$ cat src/hw/rtl/ewpid_pkg.sv
// Shared types and constants for the encoder windowed PID step controller.
package ewpid_pkg;

	localparam int ANGLE_W    = 32;
	localparam int ENC_W      = 12;
	localparam int TURN_CNT_W = 16;
	localparam int STEP_W     = 24;
	localparam int OP_W       = 3;
	localparam int CFG_IDX_W  = 3;
	localparam int FRAC_W     = 16;
	localparam int SPLIT_W    = 18;
	localparam int MICROSTEPS = 32;

	localparam logic [ENC_W-1:0] QTR1_MAX = 12'd1024;
	localparam logic [ENC_W-1:0] QTR2_MAX = 12'd2048;
	localparam logic [ENC_W-1:0] QTR3_MAX = 12'd3072;

	localparam logic signed [STEP_W-1:0] FULL_STEP  = STEP_W'(MICROSTEPS);
	localparam logic signed [STEP_W-1:0] MICRO_STEP = STEP_W'(1);

	typedef enum logic [OP_W-1:0] {
		OP_TICK      = 3'd0,
		OP_FULL_CW   = 3'd1,
		OP_FULL_CCW  = 3'd2,
		OP_MICRO_CW  = 3'd3,
		OP_MICRO_CCW = 3'd4,
		OP_READ      = 3'd5,
		OP_ZERO      = 3'd6
	} op_t;

	typedef enum logic [CFG_IDX_W-1:0] {
		CFG_MODE   = 3'd0,
		CFG_TARE   = 3'd1,
		CFG_GAIN_P = 3'd2,
		CFG_GAIN_I = 3'd3,
		CFG_GAIN_D = 3'd4,
		CFG_TARGET = 3'd5
	} cfg_idx_t;

	typedef enum logic [2:0] {
		QUAD_NONE = 3'd0,
		QUAD_1    = 3'd1,
		QUAD_2    = 3'd2,
		QUAD_3    = 3'd3,
		QUAD_4    = 3'd4
	} quad_t;

	// per-request info carried down the pipe
	typedef struct packed {
		logic                      pid;
		logic                      man_valid;
		logic signed [STEP_W-1:0]  man_steps;
		logic signed [ANGLE_W-1:0] total;
		logic                      report;
	} info_t;

	typedef struct packed {
		logic signed [STEP_W-1:0]  steps;
		logic                      move_valid;
		logic signed [ANGLE_W-1:0] total;
		logic                      report;
	} res_t;

	// stage load enables for the multiply/accumulate section
	typedef struct packed {
		logic s4;
		logic s5;
		logic s6;
		logic so;
	} mac_ctl_t;

endpackage

$ cat src/hw/rtl/ewpid_window.sv
// Error, derivative and running sum over the last WINDOW errors.
module ewpid_window import ewpid_pkg::*; #(
	parameter int WINDOW = 5,
	parameter int SUM_W  = 35
) (
	input  logic                      clk,
	input  logic                      arst_n,
	input  logic                      en,
	input  logic signed [ANGLE_W-1:0] target,
	input  info_t                     info_s2,
	output logic signed [ANGLE_W-1:0] err_s3,
	output logic signed [ANGLE_W:0]   deriv_s3,
	output logic signed [SUM_W-1:0]   sum_s3,
	output info_t                     info_s3
);

	localparam int PTR_W  = (WINDOW > 1) ? $clog2(WINDOW) : 1;
	localparam int FILL_W = $clog2(WINDOW + 1);

	logic signed [ANGLE_W-1:0] win_q [WINDOW];
	logic [PTR_W-1:0]          pos_q;
	logic [FILL_W-1:0]         fill_q;
	logic signed [SUM_W-1:0]   sum_q;
	logic signed [ANGLE_W-1:0] prev_q;

	logic [ANGLE_W:0]          diff;
	logic signed [ANGLE_W-1:0] err;
	logic signed [ANGLE_W:0]   deriv;
	logic signed [SUM_W-1:0]   evict;
	logic signed [SUM_W-1:0]   sum_nxt;
	logic                      full;

	always_comb begin
		diff = {target[ANGLE_W-1], target} - {info_s2.total[ANGLE_W-1], info_s2.total};
		if (diff[ANGLE_W] != diff[ANGLE_W-1]) begin
			err = diff[ANGLE_W] ? {1'b1, {(ANGLE_W-1){1'b0}}} : {1'b0, {(ANGLE_W-1){1'b1}}};
		end else begin
			err = diff[ANGLE_W-1:0];
		end
		deriv   = {err[ANGLE_W-1], err} - {prev_q[ANGLE_W-1], prev_q};
		full    = (fill_q == FILL_W'(WINDOW));
		evict   = full ? SUM_W'(win_q[pos_q]) : '0;
		sum_nxt = sum_q + SUM_W'(err) - evict;
	end

	always_ff @(posedge clk or negedge arst_n) begin
		if (!arst_n) begin
			pos_q  <= '0;
			fill_q <= '0;
			sum_q  <= '0;
			prev_q <= '0;
		end else if (en && info_s2.pid) begin
			pos_q  <= (pos_q == PTR_W'(WINDOW - 1)) ? '0 : pos_q + PTR_W'(1);
			if (!full) begin
				fill_q <= fill_q + FILL_W'(1);
			end
			sum_q  <= sum_nxt;
			prev_q <= err;
		end
	end

	always_ff @(posedge clk) begin
		if (en && info_s2.pid) begin
			win_q[pos_q] <= err;
		end
	end

	always_ff @(posedge clk) begin
		if (en) begin
			err_s3   <= err;
			deriv_s3 <= deriv;
			sum_s3   <= sum_nxt;
			info_s3  <= info_s2;
		end
	end

endmodule

$ cat config.mk
export PLATFORM = sky130hd
export DESIGN_NAME = ewpid_window
export DESIGN_NICKNAME = d
export VERILOG_FILES = /design/src/hw/rtl/ewpid_pkg.sv /design/src/hw/rtl/ewpid_window.sv
export SDC_FILE = /design/constraint.sdc
export NUM_CORES = 1
export LEC_CHECK = 0
export BUFFER_PORTS_ARGS = -buffer_cell sky130_fd_sc_hd__buf_2
export CORE_UTILIZATION = 53
export DETAILED_ROUTE_END_ITERATION = 12
export PLACE_DENSITY = 0.77
export SETUP_SLACK_MARGIN = 0.15
export SLEW_MARGIN = 20
export SYNTH_ARGS = -nofsm -noshare
export SYNTH_HDL_FRONTEND = slang
export SYNTH_SLANG_ARGS = --single-unit
$ cat constraint.sdc
create_clock -name clk -period 4.5 [get_ports clk]
set_input_delay 0 -clock clk [delete_from_list [all_inputs] [get_ports clk]]
set_output_delay 0 -clock clk [all_outputs]
set_load 0.05 [all_outputs]
==> results.md, run 1 <==
Status:
- The run finished, with violations left.
- The checks that failed: setup timing.

GRT:
- The aggregate global-route resource usage is 0.290.
- The number of antenna violations at the first check in global routing is 1.
- The residual overflow from global routing is 0.
- The number of global-route vias before repair came to 16400.
- The first global-routing pass estimated 86.2 mm of wire.
- The maximum number of pins on one net before global-route repair is 74.

Floorplan:
- The floorplan step defined a core boundary enclosing 0.0368 mm^2.
- The die covers 0.0383 mm^2.
- The starting density of the core is 0.540.
- The die is 196 um tall.
- The floorplan has 70 rows.
- 253 I/O pins were placed.
- The floorplan step set the die width to 196 um.

Placed design:
- The placer congestion estimate is 0.868.
- The number of port buffers is 252.
- The placed cell count is 2698.
- Once detailed placement completed, the half-perimeter wirelength came to 37.9 mm.
- The post-placement setup slack is -1210 ps.

Yosys:
- Of all flip-flops after synthesis, the portion carrying an async set or reset was 0.186.
- The distinct cell type count after synthesis is 77.
- Synthesis produced a netlist whose cell count is 1650.
- Counting instances in the post-synthesis netlist gives the leading cell types as sky130_fd_sc_hd__edfxtp_1 (319), sky130_fd_sc_hd__nand2_1 (162), sky130_fd_sc_hd__inv_1 (129), sky130_fd_sc_hd__a21oi_1 (119), sky130_fd_sc_hd__nor2_1 (103).
- In this run, synthesis produced a sequential element count of 392.
- The count of flip-flops with a built-in enable after synthesis is 319.
- The biggest area contributor in the post-synthesis netlist is sky130_fd_sc_hd__edfxtp_1.
- The mean instance size in the synthesized netlist is 12.0 um^2.
- The number of nets in the synthesized netlist is 1882.
- The dominant synthesized flop cell is sky130_fd_sc_hd__edfxtp_1.
- The portion of the post-synthesis area used by sequential elements is 0.574.
- The Yosys warning count is 0.
- Among all cell types in the netlist, the one instantiated most often is sky130_fd_sc_hd__edfxtp_1.
- The netlist area before placement is 0.0199 mm^2.
- By area the synthesized netlist is led by sky130_fd_sc_hd__edfxtp_1 (48%), sky130_fd_sc_hd__dfrtp_1 (9.2%), sky130_fd_sc_hd__ha_1 (6.4%).
- The area share of the largest cell type after synthesis is 0.482.

Drt:
- After detailed routing, the average wire length per cell comes to 21.4 um.
- In this run, the number of DRC markers left after iteration 0 of detailed routing was 1516.
- For this block, the routed nets add up to 62.0 mm of wire.
- The number of vias in the routed layout is 16800.
- The first detailed-routing pass ran for 7 iterations.
- The remaining antenna violation count is 0.
- The number of remaining DRC errors is 0.
- The post-detailed-route via-to-cell ratio is 5.80.

STA:
- The number of failing hold endpoints at the final stage is 0.
- Counting I/O delays and the setup requirement, the final critical path takes 4950 ps.
- Setup violations remaining at the end of the flow were counted as 52.
- Setup repair after global routing could not meet its margin everywhere.
- On the final layout, the worst clock skew is 19.6 ps.
- The count of pins over their slew limit is 0.
- The worst setup margin is -455 ps.
- The period utilization is 1.10.
- The max-slew headroom at the worst pin is 0.269.
- For the pin with the worst max-slew slack, the measured transition is 1090 ps.
- The upper clock frequency limit is 202 MHz.

Cells and area:
- The number of cells in the finished layout apart from fillers is 2898.
- The filler cell count in the final layout is 2050.
- The final net count is 2629.
- The proportion of layout cells with a drive suffix above 1 is 0.428.
- For this run, the share of the core covered by cells in the final layout is 0.788.
- The total area of sequential cells is 0.0114 mm^2.
- The number of antenna repair diodes is 0.
- The area occupied by multi-input gates is 0.00953 mm^2.
- Compared with the post-synthesis result, the final layout area differs by 45.9%.

Worst setup path:
- STA puts the critical path data arrival time at 5400 ps.
- The worst-case reg-to-reg path depth is 19.
- The endpoint kind of the worst setup timing path is a flop.
- The maximum fanout along the worst path is 7.
- For the worst setup path, the data required time is 4950 ps.
- The startpoint of the lowest-slack register-to-register path is pos_q[0].
- In this design, the stage delay of the slowest critical-path cell is 490 ps.
- The worst register-to-register path ends at sum_q[33].
- The slowest stage of the critical path belongs to the cell sky130_fd_sc_hd__fa_1.
- The critical path startpoint category is a primary input.
- Across all register-to-register paths, the minimum setup slack is -140 ps.
- The kind of critical path is primary input to flop.

Power and ir drop:
- The maximum vdd drop is 545 uV.
- The standby leakage power is 0.0122 uW.
- The total power density per cell area is 923 mW/mm^2.
- After layout, the design draws a total of 26700 uW.

Clock tree:
- The number of sinks on the clock net is 392.
- TritonCTS built the clock tree.
- The number of clock buffers added by TritonCTS is 42.
- The tree is rooted in a sky130_fd_sc_hd__clkbuf_16.
- For the worst-skew pair, the clock arrives at the later sink with an insertion delay of 560 ps.
- In this run the number of H-tree levels came out at 2.
- The clock slew at the register clock pins of the worst setup and hold paths is 60 ps.
- The clock passes through at most 3 buffers.

Flow run:
- The number of max-capacitance violations reported is 0.

Min path:
- In this run the worst hold path is classified as primary input to asynchronous set/reset pin.
## report_power, final
part           switching (uW)  internal (uW)
clock network            1460           2270
logic                    9440           7870
registers                 373           5330
## how the worst max path moves through the flow
stage          cells past startpoint        start  slack [ps]            to
2_1_floorplan                     24   info_s2[9]        -650  deriv_s3[32]
3_3_place_gp                      26    target[0]       -1040    sum_s3[34]
3_5_place_dp                      26    target[0]       -1210    sum_s3[34]
4_1_cts                           27   info_s2[8]        -360     sum_q[33]
5_1_grt                           27  info_s2[18]        -570     sum_q[33]
6_report                          27  info_s2[18]        -450     sum_q[24]
## routing by layer
layer  routed length (um)  up-vias  track usage
li1                     -     7485            -
met5                    0        -            0
met3                 5280      165       0.0475
met4                 2190        0       0.0930
met1                24100     8179        0.379
met2                30400      988        0.496
## layout by cell type (no fill, tap or decap), types with 10 or more instances in the layout
cell type                       count
sky130_fd_sc_hd__buf_4            398
sky130_fd_sc_hd__edfxtp_1         319
sky130_fd_sc_hd__buf_2            242
sky130_fd_sc_hd__nand2_1          156
sky130_fd_sc_hd__inv_1            118
sky130_fd_sc_hd__nor2_1            90
sky130_fd_sc_hd__a21oi_1           84
sky130_fd_sc_hd__o21ai_0           74
sky130_fd_sc_hd__dfrtp_1           71
sky130_fd_sc_hd__dlygate4sd3_1     61
sky130_fd_sc_hd__ha_1              57
sky130_fd_sc_hd__xnor2_1           48
sky130_fd_sc_hd__clkbuf_16         44
sky130_fd_sc_hd__buf_6             41
sky130_fd_sc_hd__ha_4              40
sky130_fd_sc_hd__a21o_1            31
sky130_fd_sc_hd__mux2i_1           31
sky130_fd_sc_hd__fa_1              31
sky130_fd_sc_hd__mux2_2            28
sky130_fd_sc_hd__a21oi_2           26
sky130_fd_sc_hd__nand3_1           25
sky130_fd_sc_hd__a22oi_1           25
sky130_fd_sc_hd__xor2_1            18
sky130_fd_sc_hd__nand2b_1          16
sky130_fd_sc_hd__o21ai_2           13
sky130_fd_sc_hd__xnor2_2           13
sky130_fd_sc_hd__o21a_1            12
sky130_fd_sc_hd__nor2_2            11
sky130_fd_sc_hd__o21ai_4           11
sky130_fd_sc_hd__nand4_1           10
sky130_fd_sc_hd__o21ai_1           10
sky130_fd_sc_hd__a21oi_4           10
## cells by family (layout without fill, tap and decap cells)
| logic type | after synthesis | count (layout) | synth area share |
|---|---|---|---|
| simple gates | 391 | 391 | 0.0889 |
| compound gates | 395 | 395 | 0.126 |
| buf+inv | 181 | 960 | 0.0357 |
| mux | 63 | 64 | 0.0346 |
| xor+xnor | 89 | 89 | 0.0392 |
| fa+ha+maj | 139 | 139 | 0.101 |
| flops | 392 | 392 | 0.574 |
## state kept, by name, summed over array words and instances, names as in the netlist
signal	count
win_q	160
info_s3	59
sum_q	35
sum_s3	35
deriv_s3	33
err_s3	32
prev_q	32
fill_q	3
pos_q	3
## through the flow
step                      hold WS [ps]  TNS [ps]  instance area (um^2)
final                             4.22    -12010                 29000
after global routing              63.6    -17460                 29000
after CTS                         9.76     -6970                 27500
after detailed placement          41.9    -57100                 24700
after global placement            41.7    -46610                 24700
after floorplan                   -296    -10780                 20200
## cell type report
cell class	instances	share of cell area
repair buffers	753	0.189
inverters	130	0.0174
clock buffers	54	0.0396
clock inverters	23	0.0114
well taps	468	0.0202
multi-input cells	1078	0.329
flip-flops and latches	392	0.394
## what timing repair did
item,CTS,global route
pin swaps,20,95
endpoints found under the hold margin,122,0
hold buffers,61,0
gates resized for setup,118,185
endpoints found under the setup margin,65,73
buffers inserted,11,49
cloned,1,1
## worst max-delay path: cells and delay by family
kind | cells | cell delay, ps
compound gates | 9 | 2120
xor+xnor | 1 | 110
fa+ha+maj | 3 | 1070
buf+inv | 6 | 730
mux | 2 | 490
simple gates | 6 | 860
Power figures use the tool's default switching activity.
==> run 2, diff against run 1 <==
--- a/config.mk
+++ b/config.mk
@@ -6,9 +6,11 @@
 export NUM_CORES = 1
 export LEC_CHECK = 0
 export BUFFER_PORTS_ARGS = -buffer_cell sky130_fd_sc_hd__buf_2
-export CORE_UTILIZATION = 53
+export CELL_PAD_IN_SITES_DETAIL_PLACEMENT = 1
+export CELL_PAD_IN_SITES_GLOBAL_PLACEMENT = 1
+export CORE_UTILIZATION = 43
 export DETAILED_ROUTE_END_ITERATION = 12
-export PLACE_DENSITY = 0.77
+export PLACE_DENSITY = 0.8
 export SETUP_SLACK_MARGIN = 0.15
 export SLEW_MARGIN = 20
 export SYNTH_ARGS = -nofsm -noshare
==> results.md, run 2 (synthesized netlist as in run 1, its figures left out) <==
STA:
- The transition time at the pin with the least slew margin came to 1060 ps (-30.2 ps).
- The upper clock frequency limit is 179 MHz (-11%).
- The count of pins over their slew limit is 0 (unchanged).
- The period utilization was 1.24 (+0.139).
- Setup repair after global routing could not meet its margin everywhere.
- The post-layout minimum cycle time was 5580 ps (+625 ps).
- The worst clock skew is 37.4 ps (+17.8 ps).
- The final setup TNS came to -48170 ps (-36160 ps).
- The total setup violations reported at the end of the flow is 80 (+54%).
- The max-slew headroom at the worst pin came to 0.291 (+0.0219).
- The worst setup margin is -1080 ps (-625 ps).
- The number of failing hold endpoints at the final stage is 0 (unchanged).

Min path:
- The path category of the worst min-delay check is primary input to asynchronous set/reset pin.

Clock tree:
- The CTS buffer count is 43 (+2.4%).
- The maximum number of buffers from clock root to sink is 3 (unchanged).
- The number of levels the H-tree was split into came to 2 (unchanged).
- The clock slew at the register clock pins of the worst setup and hold paths was 70 ps (about the same).
- TritonCTS built the clock tree.
- The insertion delay to the later sink of the worst-skew pair came to 620 ps (+60 ps).
- The number of sinks on the clock net was 392 (unchanged).
- The root buffer cell is sky130_fd_sc_hd__clkbuf_16.

Cells and area:
- The top cell types in the final layout, fill and taps aside, are sky130_fd_sc_hd__buf_4 (457), sky130_fd_sc_hd__edfxtp_1 (319), sky130_fd_sc_hd__buf_2 (237).
- The proportion of layout cells with a drive suffix above 1 came to 0.451 (+0.0232).
- More flip-flops sit in one register than any other, and that register is win_q.
- The final net count is 2684 (+2.1%).
- The number of flip-flops under the largest register name is 160 (unchanged).
- The number of cells in the finished layout apart from fillers is 3087 (+6.5%).
- The total area of sequential cells is 0.0114 mm^2 (unchanged).
- The largest registers in the layout are win_q: 160 flops, info_s3: 59 flops.
- The filler cell count in the final layout is 4558 (+120%).
- The number of antenna repair diodes is 0 (unchanged).
- The area occupied by multi-input gates is 0.00962 mm^2 (+0.93%).
- The commonest non-fill, non-tap cell in the layout is sky130_fd_sc_hd__buf_4.
- The area added between synthesis and finish is 49.5%.

GRT:
- The wire length of the first global-routing pass is 121 mm (+41%).
- The maximum number of pins on one net before global-route repair was 74 (unchanged).
- The number of global-route vias before repair is 19800 (+21%).
- The number of antenna violations at the first check in global routing is 2 (+1).
- The aggregate global-route resource usage is 0.342 (+0.0520).
- The residual overflow from global routing was 0 (unchanged).

Drt:
- The number of search-and-repair iterations in the first detailed-routing pass is 5 (-2).
- The number of remaining DRC errors is 0 (unchanged).
- The number of vias in the routed layout is 18800 (+12%).
- The remaining antenna violation count is 0 (unchanged).
- The average wire length per cell after detail routing is 30.5 um (+43%).
- The total wire length after detailed routing is 94.3 mm (+52%).
- The number of violations reported at the end of detailed-routing iteration 0 is 1729 (+14%).
- The post-detailed-route via-to-cell ratio is 6.09 (+4.9%).

Worst setup path:
- The largest individual stage delay along the critical path comes from the cell sky130_fd_sc_hd__mux2_4.
- The maximum single-stage delay on the critical path came to 380 ps (-110 ps).
- The data arrival time of the critical path came to 5940 ps (+540 ps).
- The data required time of the critical path is 4860 ps (-90 ps).
- The endpoint kind of the worst setup timing path is a flop.
- The kind of critical path is primary input to flop.
- Among cell families on the critical path, the largest total delay comes from compound AO/OA/AOI/OAI gates.
- The maximum fanout along the worst path is 7 (unchanged).
- The critical path startpoint category is a primary input.
- The number of buffers and inverters on the critical path is 6 (unchanged).

Floorplan:
- The die boundary width is 217 um (+11%).
- The starting density of the core was 0.437 (-0.103).
- The floorplan row count is 78 (+11%).
- The area of the core region was 0.0455 mm^2 (+24%).
- The vertical extent of the die is 217 um (+11%).
- The full die area is 0.0471 mm^2 (+23%).
- The total I/O pin count is 253 (unchanged).

Power and ir drop:
- The standby leakage power is 0.0125 uW (+2.4%).
- The total power came to 30000 uW (+12%).
- The total power density per cell area is 1010 mW/mm^2 (+9.4%).
- The maximum vdd drop is 502 uV (-7.8%).

Placed design:
- The detailed placer's ending HPWL is 46.4 mm (+23%).
- The placed cell count is 2843 (+5.4%).
- The placer congestion estimate is 0.884 (+1.9%).
- The number of port buffers came to 252 (unchanged).

Status:
- The checks that failed: setup timing.
- The flow ran to the end, but the final reports show violations.

Flow run:
- The number of max-capacitance violations reported is 0 (unchanged).
==> run 2: report_power, final <==
group	total [uW]	internal (uW)	leakage (uW)	switching, uW
Sequential	5840	5340	0.00387	498
Clock	3960	2210	0.000712	1750
Combinational	20200	8790	0.00790	11400
==> run 2: worst paths after layout <==
kind	end	cells past startpoint	start	slack, ps
max	deriv_s3[32]	27	info_s2[8]	-1080
max reg2reg	sum_s3[24]	20	pos_q[1]	-500
min in group clk	info_s3[14]	2	info_s2[14]	100
min	sum_q[0]	2	arst_n	60
max in group asynchronous	sum_q[30]	3	arst_n	3400
min reg2reg	sum_q[34]	1	sum_q[34]	490
==> run 2: area by class of cell <==
class	count	share of cell area
Clock buffer	53	0.0392
Clock inverter	27	0.0111
Inverter	130	0.0171
Multi-Input combinational cell	1077	0.324
Sequential cell	392	0.384
Tap cell	600	0.0253
Timing Repair Buffer	808	0.199
==> run 2: timing repair <==
| action | in CTS | in global routing |
|---|---|---|
| hold endpoints to repair | 141 | 0 |
| gates cloned | 1 | 0 |
| hold buffers | 61 | 0 |
| endpoints found under the setup margin | 74 | 84 |
| pin swaps | 120 | 143 |
| setup buffers | 51 | 51 |
| resized for setup | 189 | 147 |
==> run 2: per-layer routing <==
layer  vias to the layer above  routed length, um  GRT usage  share of wire
li1                       7585                  -          -              -
met1                      9282              33000      0.395           0.35
met2                      1416              45800      0.600           0.49
met3                       502               8400     0.0682          0.089
met4                         4               7090      0.181          0.075
met5                         -                 26          0        0.00028
==> run 2: metrics by stage <==
step                area [um^2]  setup WS, ps  hold WS, ps   util
floorplan                 20200          -646         -296      -
global placement          25000         -1260          120  0.550
detailed placement        25000         -1570          123  0.550
CTS                       28600          -683         50.3  0.628
global route              29700         -1020          110  0.653
finish                    29700         -1080         57.1  0.653
