### src/hw/rtl/ewpid_pkg.sv
// Shared types and constants for the encoder windowed PID step controller.
package ewpid_pkg;

	localparam int ANGLE_W    = 32;
	localparam int ENC_W      = 12;
	localparam int TURN_CNT_W = 16;
	localparam int STEP_W     = 24;
	localparam int OP_W       = 3;
	localparam int CFG_IDX_W  = 3;
	localparam int FRAC_W     = 16;
	localparam int SPLIT_W    = 18;
	localparam int MICROSTEPS = 32;

	localparam logic [ENC_W-1:0] QTR1_MAX = 12'd1024;
	localparam logic [ENC_W-1:0] QTR2_MAX = 12'd2048;
	localparam logic [ENC_W-1:0] QTR3_MAX = 12'd3072;

	localparam logic signed [STEP_W-1:0] FULL_STEP  = STEP_W'(MICROSTEPS);
	localparam logic signed [STEP_W-1:0] MICRO_STEP = STEP_W'(1);

	typedef enum logic [OP_W-1:0] {
		OP_TICK      = 3'd0,
		OP_FULL_CW   = 3'd1,
		OP_FULL_CCW  = 3'd2,
		OP_MICRO_CW  = 3'd3,
		OP_MICRO_CCW = 3'd4,
		OP_READ      = 3'd5,
		OP_ZERO      = 3'd6
	} op_t;

	typedef enum logic [CFG_IDX_W-1:0] {
		CFG_MODE   = 3'd0,
		CFG_TARE   = 3'd1,
		CFG_GAIN_P = 3'd2,
		CFG_GAIN_I = 3'd3,
		CFG_GAIN_D = 3'd4,
		CFG_TARGET = 3'd5
	} cfg_idx_t;

	typedef enum logic [2:0] {
		QUAD_NONE = 3'd0,
		QUAD_1    = 3'd1,
		QUAD_2    = 3'd2,
		QUAD_3    = 3'd3,
		QUAD_4    = 3'd4
	} quad_t;

	// per-request info carried down the pipe
	typedef struct packed {
		logic                      pid;
		logic                      man_valid;
		logic signed [STEP_W-1:0]  man_steps;
		logic signed [ANGLE_W-1:0] total;
		logic                      report;
	} info_t;

	typedef struct packed {
		logic signed [STEP_W-1:0]  steps;
		logic                      move_valid;
		logic signed [ANGLE_W-1:0] total;
		logic                      report;
	} res_t;

	// stage load enables for the multiply/accumulate section
	typedef struct packed {
		logic s4;
		logic s5;
		logic s6;
		logic so;
	} mac_ctl_t;

endpackage

### src/hw/rtl/ewpid_track.sv
// Tare, quadrant tracking, turn counting, total angle and zero capture.
module ewpid_track import ewpid_pkg::*; (
	input  logic                      clk,
	input  logic                      arst_n,
	input  logic                      en,
	input  logic [OP_W-1:0]           op_s1,
	input  logic [ENC_W-1:0]          raw_s1,
	input  logic                      mode,
	input  logic [ENC_W-1:0]          tare_raw,
	output info_t                     info_s2
);

	quad_t                    last_quad_q;
	logic [TURN_CNT_W-1:0]    turn_q;
	logic [ANGLE_W-1:0]       zero_ref_q;

	logic [ENC_W-1:0]         tared;
	quad_t                    quad;
	logic [TURN_CNT_W-1:0]    turn_nxt;
	logic [ANGLE_W+1:0]       total_w;
	logic [ANGLE_W-1:0]       total_c;
	info_t                    info_c;

	always_comb begin
		tared = raw_s1 - tare_raw;
		if (tared <= QTR1_MAX) begin
			quad = QUAD_1;
		end else if (tared <= QTR2_MAX) begin
			quad = QUAD_2;
		end else if (tared <= QTR3_MAX) begin
			quad = QUAD_3;
		end else begin
			quad = QUAD_4;
		end

		turn_nxt = turn_q;
		if (quad == QUAD_1 && last_quad_q == QUAD_4
			&& turn_q != {1'b0, {(TURN_CNT_W-1){1'b1}}}) begin
			turn_nxt = turn_q + TURN_CNT_W'(1);
		end
		if (quad == QUAD_4 && last_quad_q == QUAD_1
			&& turn_q != {1'b1, {(TURN_CNT_W-1){1'b0}}}) begin
			turn_nxt = turn_q - TURN_CNT_W'(1);
		end

		total_w = {{(ANGLE_W+2-TURN_CNT_W-ENC_W){turn_nxt[TURN_CNT_W-1]}},
				turn_nxt, {ENC_W{1'b0}}}
			+ {{(ANGLE_W+2-ENC_W){1'b0}}, tared}
			- {{2{zero_ref_q[ANGLE_W-1]}}, zero_ref_q};

		if (!total_w[ANGLE_W+1] && (total_w[ANGLE_W] || total_w[ANGLE_W-1])) begin
			total_c = {1'b0, {(ANGLE_W-1){1'b1}}};
		end else if (total_w[ANGLE_W+1] && !(total_w[ANGLE_W] && total_w[ANGLE_W-1])) begin
			total_c = {1'b1, {(ANGLE_W-1){1'b0}}};
		end else begin
			total_c = total_w[ANGLE_W-1:0];
		end

		info_c.pid       = mode && (op_s1 == OP_TICK);
		info_c.man_valid = 1'b0;
		info_c.man_steps = '0;
		info_c.total     = total_c;
		info_c.report    = 1'b0;
		if (!mode) begin
			case (op_s1) inside
				OP_FULL_CW: begin
					info_c.man_valid = 1'b1;
					info_c.man_steps = FULL_STEP;
				end
				OP_FULL_CCW: begin
					info_c.man_valid = 1'b1;
					info_c.man_steps = -FULL_STEP;
				end
				OP_MICRO_CW: begin
					info_c.man_valid = 1'b1;
					info_c.man_steps = MICRO_STEP;
				end
				OP_MICRO_CCW: begin
					info_c.man_valid = 1'b1;
					info_c.man_steps = -MICRO_STEP;
				end
				OP_READ, OP_ZERO: begin
					info_c.report = 1'b1;
				end
				default: begin
					info_c.report = 1'b0;
				end
			endcase
		end
	end

	always_ff @(posedge clk or negedge arst_n) begin
		if (!arst_n) begin
			last_quad_q <= QUAD_NONE;
			turn_q      <= '0;
			zero_ref_q  <= '0;
		end else if (en) begin
			last_quad_q <= quad;
			turn_q      <= turn_nxt;
			if (!mode && op_s1 == OP_ZERO) begin
				zero_ref_q <= total_c;
			end
		end
	end

	always_ff @(posedge clk) begin
		if (en) begin
			info_s2 <= info_c;
		end
	end

endmodule

### config.mk
export PLATFORM = sky130hd
export DESIGN_NAME = ewpid_track
export DESIGN_NICKNAME = d
export VERILOG_FILES = /design/src/hw/rtl/ewpid_pkg.sv /design/src/hw/rtl/ewpid_track.sv
export SDC_FILE = /design/constraint.sdc
export NUM_CORES = 1
export LEC_CHECK = 0
export ABC_AREA = 1
export BUFFER_PORTS_ARGS = -buffer_cell sky130_fd_sc_hd__buf_4
export CAP_MARGIN = 20
export CORE_UTILIZATION = 60
export DETAILED_ROUTE_END_ITERATION = 8
export GPL_ROUTABILITY_DRIVEN = 0
export MAX_ROUTING_LAYER = met4
export PLACE_DENSITY = 0.93
export SYNTH_ARGS = -nofsm -noshare
export SYNTH_HDL_FRONTEND = slang
export SYNTH_SLANG_ARGS = --single-unit
export TNS_END_PERCENT = 5
### constraint.sdc
create_clock -name clk -period 4.2 [get_ports clk]
set_input_delay 0.84 -clock clk [delete_from_list [all_inputs] [get_ports clk]]
set_output_delay 0.84 -clock clk [all_outputs]
set_load 0.02 [all_outputs]
==> results list, run 1 <==
* Number of standard cells after synthesis: 1,029
- In this run the count of I/O pins placed on the die edge is 90.
* Hold buffer count at cts: 0
* Number of enable flip-flop cells after synthesis: 39
- The top cell type by area accounts for 17.3% of the synthesized area.
* Die Y-Extent: 113 um
- Row Count: 40
- Counting every sink on the clock net gives 90.
* Clock root cell: sky130_fd_sc_hd__clkbuf_16
- Half-perimeter wire length of the detailed placement result: 15.7 mm
* Last stage: global routing
- Post-Synthesis Cell Area: 0.00736 sq mm
- In this run the number of H-tree levels came out at 3.
- Once the floorplan was initialized, standard cells occupied 61.5% of the core.
- Error message: [ERROR GRT-0232] Routing congestion too high. Check the congestion heatmap in the GUI.
- In the synthesized netlist the async set-or-reset flop fraction comes to 56.7%.
- After global-route timing repair, the worst endpoint was zero_ref_q[7]$_DFFE_PN0P_/D.
- The run stopped with a tool error.
- Largest net degree at the start of global routing: 60
* Leading area contributor after synthesis: sky130_fd_sc_hd__dfrtp_1
- Leading register cell type out of synthesis: sky130_fd_sc_hd__dfrtp_1
* Leading post-synthesis cells by cell area: sky130_fd_sc_hd__dfrtp_1 17%, sky130_fd_sc_hd__edfxtp_1 16%, sky130_fd_sc_hd__nand2_1 16%
- The initial antenna violation count is 3.
- Global-route usage over all layers: 78.6%
* Worst End Pin Type: register input
- Count of buffers inserted at the top-level ports: 89
- For this run, the register share of the synthesized area comes to 33.2%.
* Yosys reg bits: 90
- A synthesized cell averages 7.15 sq um.
* Warnings, synthesis: 0
- Width of the die: 113 um
- The longest clock path from root to sink contains 2 buffers.
* Nets in the synthesized netlist: 1,106
* DP Cell Count: 1,350
- TritonCTS created 9 clock buffers.
- In this run, distinct cell masters in the synthesized netlist total 48.
* Remaining global-route overflow: 4
Yosys cell counts, types with 2 or more instances:
master and instances:
sky130_fd_sc_hd__o21ai_1 10, sky130_fd_sc_hd__a211oi_1 3, sky130_fd_sc_hd__buf_2 7, sky130_fd_sc_hd__o221a_2 3
sky130_fd_sc_hd__nor4_1 5, sky130_fd_sc_hd__nand3_2 8, sky130_fd_sc_hd__buf_6 4, sky130_fd_sc_hd__nand2_4 2
sky130_fd_sc_hd__o21a_1 2, sky130_fd_sc_hd__o21ai_0 43, sky130_fd_sc_hd__buf_1 2, sky130_fd_sc_hd__nor2_1 62
sky130_fd_sc_hd__or2_2 6, sky130_fd_sc_hd__dfrtp_1 51, sky130_fd_sc_hd__ha_1 44, sky130_fd_sc_hd__nand4_1 11
sky130_fd_sc_hd__clkbuf_1 14, sky130_fd_sc_hd__fa_1 2, sky130_fd_sc_hd__nor3_1 18, sky130_fd_sc_hd__nand3b_1 4
sky130_fd_sc_hd__a21oi_1 53, sky130_fd_sc_hd__edfxtp_1 39, sky130_fd_sc_hd__nand2_2 17, sky130_fd_sc_hd__nand2_1 311
sky130_fd_sc_hd__buf_4 22, sky130_fd_sc_hd__inv_2 4, sky130_fd_sc_hd__and2_1 16, sky130_fd_sc_hd__xnor2_1 8
sky130_fd_sc_hd__nand3_1 78, sky130_fd_sc_hd__xor2_1 43, sky130_fd_sc_hd__inv_1 120
metrics by stage:
stage               cell area, sq um  setup slack [ps]  TNS (ps)  hold WS, ps  utilization [%]
floorplan                       7490              -476    -26180          449                -
global placement                9080              -874    -52830          464             76.0
detailed placement              9080             -1130    -64060          466             76.0
CTS                             9750              -607    -34530          489             81.5
repair_timing:
item,CTS
gates resized for setup,59
endpoints found under the hold margin,0
setup endpoints to repair,64
buffers inserted,5
gates cloned,2
pin swaps,15
kinds of logic after synthesis:
kind of cell	synth area share (%)
AND/OR/NAND/NOR	32.7
AO/OA/AOI/OAI	9.25
adder cells (fa/ha/maj)	8.02
flip-flops	33.2
buffers and inverters	10.5
XOR/XNOR	6.29
routing by layer:
layer	overflow	GRT usage (%)
met1	0	77.8
met2	3	90.9
met3	0	65.7
met4	1	75.2
met5	-	-
==> inputs of run 2 (changes only) <==
--- a/config.mk
+++ b/config.mk
@@ -8,11 +8,10 @@
 export ABC_AREA = 1
 export BUFFER_PORTS_ARGS = -buffer_cell sky130_fd_sc_hd__buf_4
 export CAP_MARGIN = 20
-export CORE_UTILIZATION = 60
+export CORE_UTILIZATION = 40
 export DETAILED_ROUTE_END_ITERATION = 8
 export GPL_ROUTABILITY_DRIVEN = 0
-export MAX_ROUTING_LAYER = met4
-export PLACE_DENSITY = 0.93
+export PLACE_DENSITY_LB_ADDON = 0.15
 export SYNTH_ARGS = -nofsm -noshare
 export SYNTH_HDL_FRONTEND = slang
 export SYNTH_SLANG_ARGS = --single-unit
==> run 2 against run 1 <==
Net effect:
- the flow now finishes, with violations (setup timing)
- area after synthesis stayed put
- synthesized cell count stayed put
==> results list, run 2 <==
* Peak per-stage delay on the critical path: 360 ps
* Register area share after synthesis: 33.2%
* Distinct cell type count after synthesis: 48
- Cell with the biggest individual delay on the critical path: sky130_fd_sc_hd__fa_2
- In this run the remaining antenna-violating nets after routing total 0.
- For this run the aggregate overflow at the end of global routing stands at 0.
- DRC violations left: 0
- The startpoint identified for the worst register-to-register timing path is turn_q[0].
- Fin worst setup slack: -603 ps
- The number of endpoints with negative hold slack in the final report was 0.
- Once layout is complete, the utilization of the core stands at 59.1%.
- Of all cell types, the one taking the most synthesized area is sky130_fd_sc_hd__dfrtp_1.
- The clock drives 90 sinks.
- Among all cell types in the netlist, the one instantiated most often is sky130_fd_sc_hd__nand2_1.
* Fraction of registers with async set or reset after synthesis: 56.7%
* Die Area: 0.0190 sq mm
* Setup repair after global routing missed its margin: true
- Global-route usage over all layers: 23.1%
- The net count of the finished layout is 1,349.
- The worst register-to-register path ends at info_s2[12].
* Worst R2R Path Depth: 25
* Most flop-heavy register: info_s2
- Based on the critical path, the design can be clocked at up to 208 MHz.
* Worst Tran Pin Value: 787 ps
- Number of standard cells after synthesis: 1,029
- Dividing the detail-routed wire length by the instance count gives 14.3 um.
* Detailed-route via count: 7,428
- Clock-pin slew was measured on the worst setup and hold paths at 70 ps.
* Vias per Instance: 4.93
- Final critical path time including I/O delays and setup: 4800 ps
- Most frequent CP cell: sky130_fd_sc_hd__nand2_2
- The die is 138 um tall.
* H-tree depth: 3
* Clock root cell: sky130_fd_sc_hd__clkbuf_16
* Biggest registers after layout: info_s2 x39, zero_ref_q x32, turn_q x16
* Warnings, synthesis: 0
- Count of buffers inserted at the top-level ports: 89
- Summing the areas of all and, or, nand and nor instances in the mapped netlist gives 32.7% of the synthesized area.
* WL final: 21.5 mm
* Total of max-cap violations: 0
- By area, the combinational part of the netlist is dominated by simple AND/OR/NAND/NOR gates.
- Leading register cell type out of synthesis: sky130_fd_sc_hd__dfrtp_1
* Relative slew margins: 47.5%
* Half-perimeter wire length of the detailed placement result: 15.5 mm
- Synthesized-area fraction occupied by adder cells: 8.02%
- First-pass GRT wire length: 33.6 mm
- By area the synthesized netlist is led by sky130_fd_sc_hd__dfrtp_1 17%, sky130_fd_sc_hd__edfxtp_1 16%, sky130_fd_sc_hd__nand2_1 16%.
- Counting tap cells, the placed design contains a total of 1,463 instances.
* Antenna diode count: 0
- After floorplanning, the core was sized to cover 0.0180 sq mm.
- After global routing, the most crowded layer is met2.
- Grt met3 use: 2.13%
- Relative to the synthesized area, the layout overhead comes to 44.8%.
* Nets in the synthesized netlist: 1,106
* XOR/XNOR share of the synthesized area: 6.29%
* Leading cell type in the layout, fill and taps excluded: sky130_fd_sc_hd__nand2_1
- The critical path in this run is classified as in2reg.
* CP Max Fanout: 8
* Endpoint kind of the worst setup timing path: register
- The clock passes through at most 2 buffers.
- Clock tree synthesis inserted a total of 9 buffers.
- Initial antenna violation count: 0
- Across all hold checks on the routed design, the worst slack comes to 483 ps.
- Final clock skew: 11.8 ps
- Count of placed standard cells in the final layout, fillers left out: 1,506
- Minimum setup slack among reg-to-reg paths: 0 ps
- For this configuration, the core starts out at a cell density of 40.8%.
- After synthesis, the largest area contributor takes up 17.3% of total cell area.
* Number of flip-flops in the largest register: 39
- Row Count: 49
* Arrival time at the worst endpoint: 4910 ps
* Beginning of the worst hold path: zero_ref_q[25]
- Share of final-layout standard cells stronger than drive strength 1: 36.8%
* Via count of the first global-routing pass: 6,837
- Largest net degree at the start of global routing: 60
* Number of detailed-routing iterations run before antenna repair: 6
* Width of the die: 138 um
* Leading cell types in the layout, fill and taps excluded: 273 x sky130_fd_sc_hd__nand2_1, 261 x sky130_fd_sc_hd__buf_4, 116 x sky130_fd_sc_hd__inv_1
* Cells on Worst Hold Path: 2
- For the worst setup path, the data required time is 4300 ps.
- The detailed router finished its first iteration with 430 violations.
- Final-layout fill cell count: 1,648
* Most instantiated cells after synthesis: 311 x sky130_fd_sc_hd__nand2_1, 120 x sky130_fd_sc_hd__inv_1, 78 x sky130_fd_sc_hd__nand3_1, 62 x sky130_fd_sc_hd__nor2_1, 53 x sky130_fd_sc_hd__a21oi_1
- CTS tree: done
* Share of cell area taken by muxes after synthesis: 0%
- For the worst-skew pair, the clock arrives at the later sink with an insertion delay of 360 ps.
- Setup violations remaining at the end of the flow were counted as 64.
- Yosys reg bits: 90
- Post-Synthesis Cell Area: 0.00736 sq mm
- The flow ran to the end, but the final reports show violations.
* Violated checks: setup timing
- Number of enable flip-flop cells after synthesis: 39
- 90 I/O pins were placed.
- The final number of max-transition violations was 0.
- Once layout is done, the placed cells without fillers occupy 0.0107 sq mm.
- Post-Syn Area per Cell: 7.15 sq um
- The worst setup path is launched from an input port.
- For this run, global-route usage on met1 was measured as 31.5%.
- Global routing used 37.7% of the available met2 tracks.
* Synthesized-area fraction occupied by ao, oa, aoi and oai cells: 9.25%
- Hold/Removal Path Class: reg2reg
- Hold worst-path end: zero_ref_q[25]
- Ratio of final minimum period to clock period: 114%
- Summing all placed instances gives a cell area of 0.00940 sq mm.
[run 2: cell counts after synthesis]
No cell type changed its count.
[run 2: critical path: cells and delay by family]
family                     cells  cell delay (ps)
adders and majority gates      3              790
and+or+nand+nor               22             2320
xor gates and xnor gates       1              160
buffers and inverters          8              800
[run 2: logic make-up after synthesis]
family                   count (synthesis)
flip-flops                              90
AO/OA/AOI/OAI                          124
AND/OR/NAND/NOR                        543
XOR/XNOR                                52
buffers and inverters                  174
adder cells (fa/ha/maj)                 46
[run 2: final cells by class]
cell class	count	area (sq um)	area share (%)
Sequential cell	90	2450	23.0
Timing Repair inverter	1	6.26	0.0587
Inverter	125	489	4.59
Clock buffer	9	225	2.11
Multi-Input combinational cell	765	4860	45.6
Timing Repair Buffer	280	2290	21.4
Tap cell	229	287	2.69
Clock inverter	7	61.3	0.575
[run 2: worst max-delay path by stage]
| stage | start | to | slack [ps] | depth (start not counted) |
|---|---|---|---|---|
| 2_1_floorplan | raw_s1[0] | info_s2[8] | -480 | 32 |
| 3_3_place_gp | raw_s1[0] | info_s2[20] | -1210 | 28 |
| 3_5_place_dp | raw_s1[0] | info_s2[20] | -1220 | 28 |
| 4_1_cts | raw_s1[0] | info_s2[30] | -580 | 33 |
| 5_1_grt | tare_raw[1] | zero_ref_q[4] | -910 | 34 |
| 6_report | raw_s1[0] | info_s2[12] | -600 | 34 |
[run 2: repair_timing]
action,CTS,global route
pin swaps,12,36
buffers inserted,14,6
gates resized for setup,68,97
setup endpoints to repair,64,64
gates cloned,5,2
hold buffers,0,0
[run 2: metal layers]
metal / part of all wire, % / wire, um
met1: 47 / 10100
met2: 47 / 10100
met3: 4.2 / 906
met4: 1.9 / 408
met5: 0 / 0
[run 2: stage by stage]
| stage | setup TNS [ps] | setup WS [ps] |
|---|---|---|
| after floorplan | -26180 | -476 |
| after global placement | -73440 | -1210 |
| after detailed placement | -74180 | -1220 |
| after CTS | -33220 | -582 |
| after global routing | -55100 | -905 |
| final | -35940 | -603 |
Power of run 2 is left out: the tool's default activity adds up to more than one toggle a clock period on the data nets, which glitch-free logic cannot reach.
==> inputs of run 3 (changes only) <==
--- a/config.mk
+++ b/config.mk
@@ -12,6 +12,7 @@
 export DETAILED_ROUTE_END_ITERATION = 8
 export GPL_ROUTABILITY_DRIVEN = 0
 export PLACE_DENSITY_LB_ADDON = 0.15
+export RECOVER_POWER = 50
 export SYNTH_ARGS = -nofsm -noshare
 export SYNTH_HDL_FRONTEND = slang
 export SYNTH_SLANG_ARGS = --single-unit
==> run 3 against run 2 <==
Net effect:
- the flow finishes with violations (capacitance limit, slew limit, setup timing)
- die area unchanged
- register-to-register slack about the same
- routed wire length about the same
- highest routed layer unchanged
- sequential cell count is the same
==> results list, run 3 (synthesized netlist as in run 2, its figures left out) <==
- Result of the run: finished with violations
- Violated checks: capacitance limit, slew limit, setup timing
* Remaining global-route overflow: 0
- Area of the multi-input gates: 0.00486 sq mm
* Hold buffer count at cts: 0
* Number of detailed-routing iterations run before antenna repair: 5
* Width of the die: 138 um
* WL final: 21.5 mm
- The first routing iteration left 432 violations.
- The first global-routing pass estimated 33.6 mm of wire.
- Detailed routing inserted a total of 7,433 vias.
- The tool flagged a number of max-cap violations equal to 2.
- TritonCTS sink count: 90
- In this run the clock root is driven by a sky130_fd_sc_hd__clkbuf_16.
- TritonCTS built the clock tree.
* Relative slew margins: -120%
- WP data required: 4300 ps
* Hold/Removal Path Class: reg2reg
* Worst Path Class, Setup: in2reg
- Routed length per placed instance: 14.3 um
* Register area: 0.00245 sq mm
- Most flop-heavy register: info_s2
- Half-perimeter wire length of the detailed placement result: 15.5 mm
* Via count of the first global-routing pass: 6,837
- Port buffering added 89 buffers.
- Clock Latency Late Sink: 360 ps
- Syn-to-layout area delta: 44.6%
* CP Max Fanout: 8
- Hold Fails Final Rpt: 0
- Global routing used 23.1% of the available tracks.
- DRT antenna net count: 0
* Share of final-layout standard cells stronger than drive strength 1: 36.5%
- Register clock-pin slew on the reported worst setup and hold paths: 70 ps
* Die Area: 0.0190 sq mm
* Total negative slack: -35,940 ps
* # setup viols final: 64
- Crit path launch type: input port
* Initial core utilization: 40.8%
- The library cell used most frequently in the layout, excluding fill and tap cells, is sky130_fd_sc_hd__nand2_1.
- Placeable Area: 0.0180 sq mm
- Worst Tran Pin Value: 3300 ps
* Ratio of final minimum period to clock period: 114%
* Final clock skew: 11.8 ps
* Row Count: 49
- The repair_antennas step left the layout with diodes totalling 0.
- After detailed routing, the number of remaining DRC violations is 0.
- The initial antenna violation count came to 0.
* Peak per-stage delay on the critical path: 360 ps
* Setup repair after global routing missed its margin: true
- H-tree depth: 3
* Fin worst setup slack: -603 ps
* Nets: 1,349
- The final number of max-transition violations was 112.
* Cell with the biggest individual delay on the critical path: sky130_fd_sc_hd__fa_2
- Number of flip-flops in the largest register: 39
- Minimum setup slack among reg-to-reg paths: 0 ps
* Vias per Instance: 4.94
- Count of pins on the block boundary: 90
- Largest net degree at the start of global routing: 60
- Derived from the worst setup path, the maximum achievable clock frequency is 208 MHz.
* Most frequent CP cell: sky130_fd_sc_hd__nand2_2
- In this run the deepest clock path goes through 2 buffers.
- Biggest registers after layout: info_s2 x39, zero_ref_q x32, turn_q x16
* Die Y-Extent: 138 um
- For the finished layout, the period the worst path requires is 4800 ps.
- Final Hold Slack: 483 ps
* Arrival time at the worst endpoint: 4910 ps
- Final-layout fill cell count: 1,653
- Endpoint kind of the worst setup timing path: register
- Leading cell types in the layout, fill and taps excluded: 273 x sky130_fd_sc_hd__nand2_1, 256 x sky130_fd_sc_hd__buf_4, 116 x sky130_fd_sc_hd__inv_1
- Clock tree synthesis inserted a total of 9 buffers.
## run 3: cell count changes in the layout (fill, tap and decap cells not counted)
cell	before	now
sky130_fd_sc_hd__clkbuf_4	0	1
sky130_fd_sc_hd__clkbuf_1	0	4
sky130_fd_sc_hd__buf_4	261	256
## run 3: path summary, 6_finish.rpt
kind	end	startpoint	cells past startpoint
max in group asynchronous	zero_ref_q[31]	arst_n	1
worst max register to register	info_s2[12]	turn_q[0]	25
worst min-delay path	zero_ref_q[25]	zero_ref_q[25]	2
worst min register to register	zero_ref_q[25]	zero_ref_q[25]	2
min in group asynchronous	turn_q[11]	arst_n	1
worst max-delay path	info_s2[12]	raw_s1[0]	34
## run 3: area by class of cell
cell class	instances	area share, %
multi-input combinational	765	45.6
inverter	125	4.60
sequential	90	23.0
timing repair inverter	1	0.0588
clock buffer	9	2.12
clock inverter	7	0.576
tap	229	2.69
timing repair buffer	280	21.3
## run 3: layer usage
layer	global-route usage, %	up-vias	wire length (um)
met1	31.5	3413	10100
met3	2.13	28	904
li1	-	3804	-
met4	8.97	0	405
met2	37.7	188	10200
met5	0	-	0
## run 3: what timing repair did
item	in CTS	in global routing
endpoints found under the setup margin	64	64
endpoints found under the hold margin	0	0
pin swaps	12	36
buffers inserted	14	6
gates cloned	5	2
gates resized for setup	68	97
## run 3: stage by stage
stage                     utilization, %  area [sq um]  cells  setup slack (ps)
after floorplan                        -          7490   1029              -476
after global placement              52.1          9400   1463             -1210
after detailed placement            52.1          9400   1463             -1220
after CTS                           56.6         10200   1498              -582
after global routing                59.1         10600   1506              -905
final                               59.1         10600   1506              -603
## run 3: worst max-delay path: cells and delay by family
kind / cells / cell delay (ps)
adders and majority gates: 3 / 790
xor gates and xnor gates: 1 / 160
buffers and inverters: 8 / 800
and+or+nand+nor: 22 / 2320
Power of run 3 is left out for the same reason.
==> inputs of run 4 (changes only) <==
--- a/config.mk
+++ b/config.mk
@@ -5,7 +5,6 @@
 export SDC_FILE = /design/constraint.sdc
 export NUM_CORES = 1
 export LEC_CHECK = 0
-export ABC_AREA = 1
 export BUFFER_PORTS_ARGS = -buffer_cell sky130_fd_sc_hd__buf_4
 export CAP_MARGIN = 20
 export CORE_UTILIZATION = 40
==> run 4 against run 3 <==
Net effect:
- cell count decreased by 13%
- highest routed layer unchanged
- the run still ends with capacitance limit, slew limit, setup timing left
- cell area decreased by 1.3%
- worst hold slack improved by 31 ps
- routed wire length decreased by 4.6%
- synthesized cell count decreased by 23%
==> results list, run 4 <==
* Count of pins on the block boundary: 90
- The final reports fail on capacitance limit, slew limit, setup timing.
* Nets in the synthesized netlist: 871
- The library cells used most frequently in the layout, excluding fill and tap cells, are 314 x sky130_fd_sc_hd__buf_4, 78 x sky130_fd_sc_hd__nand2_1, 62 x sky130_fd_sc_hd__inv_1.
- Clock Latency Late Sink: 360 ps
- Area share of the largest cell type after synthesis: 18.0%
* Share of final-layout standard cells stronger than drive strength 1: 44.0%
- The min-delay analysis places its worst path in the category reg2reg.
* Width of the die: 135 um
- In the routed layout, each cell is associated on average with a via count of 5.23.
- Worst Tran Pin Value: 3000 ps
- Initial DRC Count: 299
- Ratio of final minimum period to clock period: 133%
- Clock-pin slew was measured on the worst setup and hold paths at 70 ps.
- In the final layout, the multi-input gates occupy 0.00465 sq mm.
- The worst pin sits at a relative slew slack of -99.9%.
* Total power divided by cell area: 692 mW/mm^2
- Peak per-stage delay on the critical path: 430 ps
- After synthesis the cells add up to 0.00711 sq mm.
- Biggest registers after layout: info_s2 x39, zero_ref_q x32, turn_q x16
- Crit path launch type: input port
- Post-Syn Area per Cell: 8.95 sq um
* Cell with the biggest individual delay on the critical path: sky130_fd_sc_hd__ha_2
* Final clock skew: 5.95 ps
- Antenna diode count: 0
- Initial core utilization: 41.1%
- R2r endpoint: zero_ref_q[17]
* Number of standard cells after synthesis: 794
- Entering global routing, the biggest net connects 52 pins.
* Count of buffers inserted at the top-level ports: 89
- Worst Path Class, Setup: in2reg
- Row Count: 48
* First-pass GRT wire length: 33.0 mm
- Yosys reg bits: 90
* Endpoint kind of the worst setup timing path: register
- The number of global-route vias before repair came to 6,899.
- Minimum setup slack among reg-to-reg paths: -900 ps
* Worst reg2reg startpoint: turn_q[7]
- Global-route usage over all layers: 23.0%
- Result of the run: finished with violations
- Syn-to-layout area delta: 47.8%
* Max frequency: 178 MHz
- For this run the aggregate overflow at the end of global routing stands at 0.
* Initial antenna violation count: 0
- Sequential elements use 34.4% of the synthesized area.
- Post-Route Utilization: 60.7%
* Fraction of registers with async set or reset after synthesis: 56.7%
- Yosys mapped a number of flops with a built-in enable equal to 39.
* Leading area contributor after synthesis: sky130_fd_sc_hd__dfrtp_1
* # setup viols final: 64
- The Yosys step of the flow raised 0 warnings.
- Once detailed placement completed, the half-perimeter wirelength came to 15.2 mm.
- In this design, the critical path's most frequently occurring cell is sky130_fd_sc_hd__a21oi_4.
- Number of detailed-routing iterations run before antenna repair: 4
- Routed length per placed instance: 15.7 um
* Placeable Area: 0.0173 sq mm
- Leading register cell type out of synthesis: sky130_fd_sc_hd__dfrtp_1
- Arrival time at the worst endpoint: 5840 ps
- At the end of the flow, the number of nets in the layout was 1,155.
- CTS placed an instance of sky130_fd_sc_hd__clkbuf_16 at the clock tree root.
- In this run, distinct cell masters in the synthesized netlist total 83.
- Clk buf depth: 2
- DRT antenna net count: 0
- Most flop-heavy register: info_s2
* Register area: 0.00245 sq mm
* Total negative slack: -84,620 ps
* Most numerous cell in the Yosys netlist: sky130_fd_sc_hd__nand2_1
* Final-layout fill cell count: 1,488
- Pins over their slew limit: 90
- DRC violations left: 0
- Final hold analysis gives a worst-case slack of 514 ps.
* Setup repair after global routing missed its margin: true
- TritonCTS sink count: 90
- Leading cell type in the layout, fill and taps excluded: sky130_fd_sc_hd__buf_4
* Chain of cells forming the critical path: buf_8, inv_4, ha_4, nor2b_4, o31a_1, o21ai_2, mux2_4, a21oi_4, o2111ai_4, and4_4, buf_4, a32oi_2, xnor2_1, ha_2, nand4_1, or2_4, o21bai_4, a311o_1, nor3_2, a21oi_4, mux2i_4, and2_4, clkbuf_16, a22oi_2
- The final route contains 6,845 vias.
- Capturing element of the worst setup path: zero_ref_q[17]
* Die Area: 0.0183 sq mm
- WL final: 20.5 mm
- Worst ir drop on vdd: 0.000450 V
- Most instantiated cells after synthesis: 91 x sky130_fd_sc_hd__nand2_1, 64 x sky130_fd_sc_hd__inv_1, 51 x sky130_fd_sc_hd__dfrtp_1, 45 x sky130_fd_sc_hd__a21oi_1, 44 x sky130_fd_sc_hd__ha_1
- TritonCTS built the clock tree.
- Leading post-synthesis cells by cell area: sky130_fd_sc_hd__dfrtp_1 18%, sky130_fd_sc_hd__edfxtp_1 16%, sky130_fd_sc_hd__ha_1 7.7%
* Worst R2R Path Depth: 20
- The register with the most flip-flops in the layout has 39 of them.
* H-tree depth: 3
- The number of endpoints with negative hold slack in the final report was 0.
- For this design the static power due to leakage is 0.00499 uW.
- Startpoint of the most critical setup path: tare_raw[1]
- The die is 135 um tall.
- Final critical path time including I/O delays and setup: 5610 ps
- Fin worst setup slack: -1410 ps
- The tool flagged a number of max-cap violations equal to 2.
* CTS buffer count: 9
- WP data required: 4430 ps
- CP Max Fanout: 8
-- run 4: cell types whose count changed after synthesis, sizes merged, moves of 9 or more --
cell    previous run  this run
o21ai             54        34
inv              124        64
nor2b              0         9
nand2b             0         9
a21boi             1        11
xor2              44        32
nand3             87        25
xnor2              8        32
a21o               1        15
nor2              63        43
nand2            330        91
clkbuf            14        23
a22oi              0        25
-- run 4: final cells by class --
cell class	count	share of cell area [%]
Timing Repair Buffer	329	24.1
Multi-Input combinational cell	584	44.3
Clock inverter	7	1.16
Sequential cell	90	23.3
Tap cell	225	2.68
Clock buffer	9	2.14
Inverter	64	2.34
-- run 4: worst max-delay path, delay by kind of cell --
| kind | cells | cell delay (ps) |
|---|---|---|
| AO/OA/AOI/OAI | 9 | 1780 |
| AND/OR/NAND/NOR | 6 | 1180 |
| multiplexers | 2 | 730 |
| adder cells (fa/ha/maj) | 2 | 620 |
| buffers and inverters | 4 | 480 |
| XOR/XNOR | 1 | 180 |
-- run 4: cells by family after synthesis --
logic type                 count (synthesis)  share of synthesized area [%]
DFF                                       90                           34.4
muxes                                      7                           1.25
buffers and inverters                    122                           8.31
AOI/OAI and AO/OA                        199                           20.7
adders and majority gates                 46                           8.31
xor gates and xnor gates                  64                           7.89
and+or+nand+nor                          266                           19.1
-- run 4: repair_timing --
item,in CTS,in global routing
setup endpoints to repair,64,64
hold buffers,0,0
gates resized for setup,55,44
pin swaps,19,19
setup buffers,10,8
gates cloned,2,1
endpoints found under the hold margin,0,0
-- run 4: through the flow --
step | total power [uW] | setup slack (ps) | instance area [sq um] | std cells
after floorplan | 4060 | -1180 | 7270 | 794
after global placement | 5810 | -1840 | 9500 | 1271
after detailed placement | 5900 | -1950 | 9500 | 1271
after CTS | 7130 | -1310 | 10200 | 1299
after global routing | 7760 | -1550 | 10500 | 1308
final | 7260 | -1410 | 10500 | 1308
-- run 4: power by group --
part	total, uW	leakage [uW]	switching [uW]	internal (uW)
Combinational	4790	0.00385	2470	2320
Clock	954	0.000171	367	587
Sequential	1520	0.000973	126	1390
Total	7260	0.00499	2960	4300
-- run 4: layer usage --
layer	global-route usage (%)	part of all wire [%]	wire length (um)	up-vias
li1	-	-	-	3384
met1	29.4	45	9150	3296
met2	39.6	49	10100	133
met3	3.74	4.1	834	32
met4	7.37	2.0	402	0
met5	0	0	0	-
-- run 4: how the worst min path moves through the flow --
stage,startpoint,endpoint,slack (ps),depth (start not counted)
2_1_floorplan,zero_ref_q[27],zero_ref_q[27],480,1
3_3_place_gp,zero_ref_q[2],zero_ref_q[2],500,1
3_5_place_dp,zero_ref_q[2],zero_ref_q[2],500,1
4_1_cts,zero_ref_q[2],zero_ref_q[2],520,1
5_1_grt,zero_ref_q[27],zero_ref_q[27],540,1
6_report,zero_ref_q[2],zero_ref_q[2],510,1
No activity file was read; power rests on OpenSTA's default activity.
